`src/design/pure_pursuit_steering_core_defines.svh`:
```
// ----------------------------------------------------------------------------
// Pure pursuit steering core: assertion macros
// Shared property wrappers, clocked on clk and disabled while rst_n is low.
// ----------------------------------------------------------------------------
`ifndef PURE_PURSUIT_STEERING_CORE_DEFINES_SVH
`define PURE_PURSUIT_STEERING_CORE_DEFINES_SVH

// same-cycle implication
`define PPS_ASSERT_IMP(lbl, ante, cons, msg) \
  lbl: assert property (@(posedge clk) disable iff (!rst_n) (ante) |-> (cons)) \
  else $error(msg);

// next-cycle implication
`define PPS_ASSERT_NXT(lbl, ante, cons, msg) \
  lbl: assert property (@(posedge clk) disable iff (!rst_n) (ante) |=> (cons)) \
  else $error(msg);

`endif

```
`src/design/pps_pkg.sv`:
```
// ----------------------------------------------------------------------------
// pps_pkg
// Types and constants shared by the pure pursuit steering modules.
// ----------------------------------------------------------------------------
package pps_pkg;

  // input item kinds
  localparam logic [1:0] FUNC_POINT = 2'd0;
  localparam logic [1:0] FUNC_POSE  = 2'd1;
  localparam logic [1:0] FUNC_TICK  = 2'd2;

  // configuration register indexes
  localparam logic [2:0] CFG_LOOKAHEAD = 3'd0;
  localparam logic [2:0] CFG_LIN_VEL   = 3'd1;
  localparam logic [2:0] CFG_INTERP    = 3'd2;
  localparam logic [2:0] CFG_MAX_ANG   = 3'd3;
  localparam logic [2:0] CFG_MIN_ANG   = 3'd4;
  localparam logic [2:0] CFG_GOAL_TOL  = 3'd5;

  localparam int DIV_STEPS    = 32;
  localparam int CORDIC_STEPS = 14;
  localparam int CDIV_STEPS   = 68;

  localparam logic [15:0] CORDIC_GAIN = 16'd39797;
  localparam logic [63:0] L2_FLOOR    = 64'd429497;
  localparam logic [40:0] CURV_CAP    = 41'h100_0000_0000;

  typedef enum logic [4:0] {
    ST_IDLE, ST_DIV, ST_INTERP,
    ST_G_ISSUE, ST_G_WAIT, ST_N_SCAN, ST_N_WAIT, ST_L_SCAN, ST_L_WAIT,
    ST_T_ISSUE, ST_T_WAIT, ST_ROT_INIT, ST_ROT, ST_GAIN, ST_YREL,
    ST_CDIV, ST_VMUL, ST_FIN, ST_OUT
  } state_t;

  // what the distance pipe does with a finished distance
  typedef enum logic [1:0] {
    MODE_GOAL, MODE_NEAR, MODE_LOOK, MODE_TGT
  } mode_t;

  typedef struct packed {
    logic       load_first;
    logic       load_point;
    logic       div_step;
    logic       interp_step;
    logic       load_pose;
    logic       addr_clr;
    logic       addr_inc;
    logic       addr_last;
    logic       addr_target;
    logic       rd_en;
    mode_t      mode;
    logic       look_clr;
    logic       goal_clear;
    logic       res_zero;
    logic       rot_init;
    logic       rot_step;
    logic [3:0] step_idx;
    logic       gain_mul;
    logic       yrel_load;
    logic       cdiv_step;
    logic       vmul;
    logic       fin;
    logic       out_load;
  } cmd_t;

  typedef struct packed {
    logic       path_empty;
    logic       route_done;
    logic       addr_at_last;
    logic       pipe_busy;
    logic       goal_hit;
    logic [6:0] n_eff;
    logic       out_full;
  } sts_t;

  // CORDIC angle table, binary angle units
  function automatic logic [13:0] atan_lut(input logic [3:0] idx);
    logic [13:0] v;
    case (idx)
      4'd0:    v = 14'd8192;
      4'd1:    v = 14'd4836;
      4'd2:    v = 14'd2555;
      4'd3:    v = 14'd1297;
      4'd4:    v = 14'd651;
      4'd5:    v = 14'd326;
      4'd6:    v = 14'd163;
      4'd7:    v = 14'd81;
      4'd8:    v = 14'd41;
      4'd9:    v = 14'd20;
      4'd10:   v = 14'd10;
      4'd11:   v = 14'd5;
      4'd12:   v = 14'd3;
      4'd13:   v = 14'd1;
      default: v = 14'd0;
    endcase
    return v;
  endfunction

endpackage

```
`src/design/pps_ctrl.sv`:
```
// ----------------------------------------------------------------------------
// pps_ctrl
// Sequencer: steps the datapath through point, pose and tick handling.
// ----------------------------------------------------------------------------
module pps_ctrl (
  input  logic                clk,
  input  logic                rst_n,
  input  logic                in_valid,
  output logic                in_stall,
  input  logic [1:0]          in_func,
  input  pps_pkg::sts_t       sts,
  output pps_pkg::cmd_t       cmd
);

  pps_pkg::state_t state_r, state_nxt;
  logic [6:0]      cnt_r, cnt_nxt;

  always_ff @(posedge clk) begin
    if (!rst_n) begin
      state_r <= pps_pkg::ST_IDLE;
      cnt_r   <= 7'd0;
    end else begin
      state_r <= state_nxt;
      cnt_r   <= cnt_nxt;
    end
  end

  assign in_stall = (state_r != pps_pkg::ST_IDLE);

  // next state
  always_comb begin
    state_nxt = state_r;
    cnt_nxt   = 7'd0;
    unique case (state_r)
      pps_pkg::ST_IDLE: begin
        if (in_valid) begin
          case (in_func)
            pps_pkg::FUNC_POINT: if (!sts.path_empty) state_nxt = pps_pkg::ST_DIV;
            pps_pkg::FUNC_TICK: begin
              if (sts.path_empty || sts.route_done) state_nxt = pps_pkg::ST_OUT;
              else state_nxt = pps_pkg::ST_G_ISSUE;
            end
            default: state_nxt = pps_pkg::ST_IDLE;
          endcase
        end
      end
      pps_pkg::ST_DIV: begin
        if (cnt_r == 7'(pps_pkg::DIV_STEPS - 1)) state_nxt = pps_pkg::ST_INTERP;
        else cnt_nxt = cnt_r + 7'd1;
      end
      pps_pkg::ST_INTERP: begin
        if (cnt_r == sts.n_eff - 7'd1) state_nxt = pps_pkg::ST_IDLE;
        else cnt_nxt = cnt_r + 7'd1;
      end
      pps_pkg::ST_G_ISSUE: state_nxt = pps_pkg::ST_G_WAIT;
      pps_pkg::ST_G_WAIT: begin
        if (!sts.pipe_busy) begin
          state_nxt = sts.goal_hit ? pps_pkg::ST_OUT : pps_pkg::ST_N_SCAN;
        end
      end
      pps_pkg::ST_N_SCAN: if (sts.addr_at_last) state_nxt = pps_pkg::ST_N_WAIT;
      pps_pkg::ST_N_WAIT: if (!sts.pipe_busy) state_nxt = pps_pkg::ST_L_SCAN;
      pps_pkg::ST_L_SCAN: if (sts.addr_at_last) state_nxt = pps_pkg::ST_L_WAIT;
      pps_pkg::ST_L_WAIT: if (!sts.pipe_busy) state_nxt = pps_pkg::ST_T_ISSUE;
      pps_pkg::ST_T_ISSUE: state_nxt = pps_pkg::ST_T_WAIT;
      pps_pkg::ST_T_WAIT: if (!sts.pipe_busy) state_nxt = pps_pkg::ST_ROT_INIT;
      pps_pkg::ST_ROT_INIT: state_nxt = pps_pkg::ST_ROT;
      pps_pkg::ST_ROT: begin
        if (cnt_r == 7'(pps_pkg::CORDIC_STEPS - 1)) state_nxt = pps_pkg::ST_GAIN;
        else cnt_nxt = cnt_r + 7'd1;
      end
      pps_pkg::ST_GAIN: state_nxt = pps_pkg::ST_YREL;
      pps_pkg::ST_YREL: state_nxt = pps_pkg::ST_CDIV;
      pps_pkg::ST_CDIV: begin
        if (cnt_r == 7'(pps_pkg::CDIV_STEPS - 1)) state_nxt = pps_pkg::ST_VMUL;
        else cnt_nxt = cnt_r + 7'd1;
      end
      pps_pkg::ST_VMUL: state_nxt = pps_pkg::ST_FIN;
      pps_pkg::ST_FIN:  state_nxt = pps_pkg::ST_OUT;
      pps_pkg::ST_OUT:  if (!sts.out_full) state_nxt = pps_pkg::ST_IDLE;
      default: state_nxt = pps_pkg::ST_IDLE;
    endcase
  end

  // commands
  always_comb begin
    cmd          = '0;
    cmd.mode     = pps_pkg::MODE_GOAL;
    cmd.step_idx = cnt_r[3:0];
    unique case (state_r)
      pps_pkg::ST_IDLE: begin
        if (in_valid) begin
          case (in_func)
            pps_pkg::FUNC_POINT: begin
              cmd.load_first = sts.path_empty;
              cmd.load_point = !sts.path_empty;
            end
            pps_pkg::FUNC_POSE: cmd.load_pose = 1'b1;
            pps_pkg::FUNC_TICK: begin
              cmd.res_zero  = sts.path_empty || sts.route_done;
              cmd.addr_last = !(sts.path_empty || sts.route_done);
            end
            default: ;
          endcase
        end
      end
      pps_pkg::ST_DIV:    cmd.div_step    = 1'b1;
      pps_pkg::ST_INTERP: cmd.interp_step = 1'b1;
      pps_pkg::ST_G_ISSUE: cmd.rd_en = 1'b1;
      pps_pkg::ST_G_WAIT: begin
        if (!sts.pipe_busy) begin
          cmd.goal_clear = sts.goal_hit;
          cmd.addr_clr   = !sts.goal_hit;
        end
      end
      pps_pkg::ST_N_SCAN: begin
        cmd.mode     = pps_pkg::MODE_NEAR;
        cmd.rd_en    = 1'b1;
        cmd.addr_inc = 1'b1;
      end
      pps_pkg::ST_N_WAIT: begin
        cmd.mode     = pps_pkg::MODE_NEAR;
        cmd.addr_clr = !sts.pipe_busy;
        cmd.look_clr = !sts.pipe_busy;
      end
      pps_pkg::ST_L_SCAN: begin
        cmd.mode     = pps_pkg::MODE_LOOK;
        cmd.rd_en    = 1'b1;
        cmd.addr_inc = 1'b1;
      end
      pps_pkg::ST_L_WAIT: begin
        cmd.mode        = pps_pkg::MODE_LOOK;
        cmd.addr_target = !sts.pipe_busy;
      end
      pps_pkg::ST_T_ISSUE: begin
        cmd.mode  = pps_pkg::MODE_TGT;
        cmd.rd_en = 1'b1;
      end
      pps_pkg::ST_T_WAIT:   cmd.mode      = pps_pkg::MODE_TGT;
      pps_pkg::ST_ROT_INIT: cmd.rot_init  = 1'b1;
      pps_pkg::ST_ROT:      cmd.rot_step  = 1'b1;
      pps_pkg::ST_GAIN:     cmd.gain_mul  = 1'b1;
      pps_pkg::ST_YREL:     cmd.yrel_load = 1'b1;
      pps_pkg::ST_CDIV:     cmd.cdiv_step = 1'b1;
      pps_pkg::ST_VMUL:     cmd.vmul      = 1'b1;
      pps_pkg::ST_FIN:      cmd.fin       = 1'b1;
      pps_pkg::ST_OUT:      cmd.out_load  = !sts.out_full;
      default: ;
    endcase
  end

endmodule

```
`config.mk`:
```
export PLATFORM = sky130hd
export DESIGN_NAME = pps_ctrl
export DESIGN_NICKNAME = d
export VERILOG_FILES = /design/src/design/pure_pursuit_steering_core_defines.svh /design/src/design/pps_pkg.sv /design/src/design/pps_ctrl.sv
export SDC_FILE = /design/constraint.sdc
export NUM_CORES = 1
export LEC_CHECK = 0
export BUFFER_PORTS_ARGS = -buffer_cell sky130_fd_sc_hd__buf_2
export CAP_MARGIN = 5
export CORE_MARGIN = 4
export CORE_UTILIZATION = 38
export DETAILED_ROUTE_END_ITERATION = 12
export SLEW_MARGIN = 20
export SYNTH_ARGS = -nofsm -noshare
export SYNTH_HDL_FRONTEND = slang
export SYNTH_SLANG_ARGS = --single-unit
```
`constraint.sdc`:
```
create_clock -name clk -period 3.35 [get_ports clk]
set_input_delay 0 -clock clk [delete_from_list [all_inputs] [get_ports clk]]
set_output_delay 0 -clock clk [all_outputs]
set_load 0.01 [all_outputs]
```
==> impl_metrics.env <==
export IMPL_start_util_pct=40.4
export IMPL_die_area_mm2=0.00469
export IMPL_fin_skew_ns=0.00293
export IMPL_yosysTopAreaCell="dfxtp_1"
export IMPL_ys_seq_elements=12
export IMPL_synth_edf_count=0
export IMPL_met2_length_um=1680
export IMPL_htreeDepth=1
export IMPL_overflow=0
export IMPL_drv_slew=0
export IMPL_die_h_um=68.5
export IMPL_syn_inst=204
export IMPL_clock_path_buffers=2
export IMPL_antenna_cells=0
export IMPL_final_antenna_net_count=0
export IMPL_gp_congestion=0.881
export IMPL_holdWs_ns=0.0831
export IMPL_rsz0062_at_grt="no"
export IMPL_ir_worst_vdd_mv=0.339
export IMPL_synth_cell_types=50
export IMPL_cts_resized=0
export IMPL_rows=21
export IMPL_yosys_top_cells_area="dfxtp_1 17%, nor2_1 7.6%, nand2_1 6.2%, nand2b_1 4.5%, xnor2_1 4.4%"
export IMPL_wirelength_um=3700
export IMPL_first_pass_iters=5
export IMPL_clk_insertion_delay_late_ns=0.23
export IMPL_dp_hpwl_um=2900
export IMPL_cts_setup_buffers=0
export IMPL_fin_crit_ns=2.38
export IMPL_cp_start_kind="flop"
export IMPL_syn_num_nets=225
export IMPL_tightest_slew_ns=0.735
export IMPL_coreArea_mm2=0.00344
export IMPL_layout_drive_gt1_share_pct=23.3
export IMPL_highest_layer="met4"
export IMPL_dieWidth_um=68.5
export IMPL_post_drt_wl_per_cell_um=13.1
export IMPL_seq_area_frac_synth_pct=17.3
export IMPL_vias_per_cell=5.37
export IMPL_p_leak_nw=0.726
export IMPL_grt_use_total_pct=16.3
export IMPL_syn2layout_area_growth_pct=18.2
export IMPL_cts_tree="built"
export IMPL_vias=1515
export IMPL_hold_class="in -> reg"
export IMPL_fin_util_pct=47.7
export IMPL_p_total_w=0.000819
export IMPL_port_buffers=45
export IMPL_postSynthAreaPerCell_um2=6.81
export IMPL_final_net_count=258
export IMPL_cp_max_fo=24
export IMPL_synth_warnings=0
export IMPL_grt_pass1_wl_um=6020
export IMPL_cap_violations=0
export IMPL_hold_viol_final=0
export IMPL_crit_path_end_kind="flop"
export IMPL_wl_met3_um=173
export IMPL_synth_area_mm2=0.00139
export IMPL_clkSinkCount=12
export IMPL_powerDensity_mw_per_mm2=498
export IMPL_post_route_period_util_pct=71.2
export IMPL_fin_tns_setup_ns=0
export IMPL_io_pins=46
export IMPL_setup_viol=0
export IMPL_required_ns=3.45
export IMPL_arrival_ns=2.49
export IMPL_grt_pass1_vias=1319
export IMPL_wl_met1_um=1840
export IMPL_clkTransAtPathRegs_ns=0.05
export IMPL_status="finished clean"
export IMPL_drc=0
export IMPL_synth_ff_type="dfxtp_1"
export IMPL_cts_buffers=3
export IMPL_rrSetupSlack_ns=0.97
export IMPL_holdBufCountCts=0
export IMPL_cts_root_buf="clkbuf_8"
export IMPL_drtIter0Drc=72
export IMPL_async_reset_ff_share_pct=0
export IMPL_max_freq_mhz=419
export IMPL_antenna_found_initial=0
export IMPL_critPathKind="reg -> reg"
export IMPL_grt_max_degree=25
export IMPL_yosysTopAreaCellShare_pct=17.3
export IMPL_relSlewSlack_pct=50.9
## layer usage
layer / up-vias / GRT usage, %
li1: 778 / -
met1: 701 / 24.1
met2: 34 / 25.1
met3: 2 / 2.63
met4: 0 / 1.99
met5: - / 0
## where the power goes
group          internal, W  switching, W  total [W]
combinational     0.000188      0.000242   0.000430
clock             0.000103     0.0000483   0.000152
sequential        0.000159     0.0000779   0.000237
total             0.000451      0.000368   0.000819
## cell families after synthesis
logic type | synth area share, %
and+or+nand+nor | 42.8
adders and majority gates | 2.70
DFF | 17.3
buffers and inverters | 8.28
AOI/OAI and AO/OA | 18.6
xor gates and xnor gates | 8.19
muxes | 2.16
## critical path, cell delays in order, from the launching register on
cell,delay (ns)
dfxtp_1,0.79
or3_1,0.27
nor2_1,0.08
a22oi_1,0.36
o2111ai_1,0.24
a21oi_1,0.41
nor2_1,0.10
## Yosys cell counts, types with 5 or more instances
master / instances
a21oi_1: 8
buf_2: 8
dfxtp_1: 12
inv_1: 6
nand2_1: 23
nand2b_1: 10
nand3_1: 10
nor2_1: 28
nor2b_1: 7
nor3_1: 10
nor3b_1: 5
o21ai_0: 7
xnor2_1: 7
xor2_1: 6
## layout make-up
cell class              instances  area, µm²
fillers                       374       1800
multi-input cells             168       1030
flip-flops and latches         12        240
repair buffers                 46        233
well taps                      46       57.6
clock buffers                   4       55.1
inverters                       6       22.5
## path summary, 6_finish.rpt
path,from,depth (start not counted),end
setup / recovery,state_r[0]$_SDFFE_PN0P_,6,cnt_r[5]$_SDFF_PN0_
hold / removal,rst_n,2,state_r[2]$_SDFFE_PN0P_
setup reg to reg,state_r[0]$_SDFFE_PN0P_,6,cnt_r[5]$_SDFF_PN0_
hold reg to reg,cnt_r[0]$_SDFF_PN0_,1,cnt_r[0]$_SDFF_PN0_
## cells in the final DEF (no fill, tap or decap), types with 2 or more instances in the layout
| cell type | n |
|---|---|
| xor2_1 | 6 |
| nand4_1 | 3 |
| or3_1 | 2 |
| dfxtp_1 | 12 |
| xnor2_1 | 7 |
| inv_1 | 6 |
| nor2_1 | 28 |
| buf_2 | 45 |
| and3_1 | 3 |
| o21a_1 | 2 |
| nand2_1 | 23 |
| or3b_1 | 2 |
| clkbuf_8 | 4 |
| nand2b_1 | 10 |
| a211o_1 | 2 |
| nor2b_1 | 7 |
| o21ai_0 | 7 |
| a21oi_1 | 8 |
| a22o_1 | 2 |
| o211ai_1 | 2 |
| ha_1 | 3 |
| nand3_1 | 10 |
| nor3b_1 | 5 |
| mux2i_1 | 3 |
| nor3_1 | 10 |
## sequential cells by signal, indices dropped and copies added (netlist names)
name,count
cnt_r,7
state_r,5
## metrics by stage
stage / instances / setup slack [ns] / instance area (µm²)
final: 282 / 0.965 / 1640
after CTS: 282 / 0.974 / 1640
after global routing: 282 / 0.672 / 1640
after detailed placement: 278 / 0.981 / 1590
after floorplan: 204 / 1.46 / 1390
after global placement: 278 / 1.08 / 1590
No activity file was read; power rests on OpenSTA's default activity.
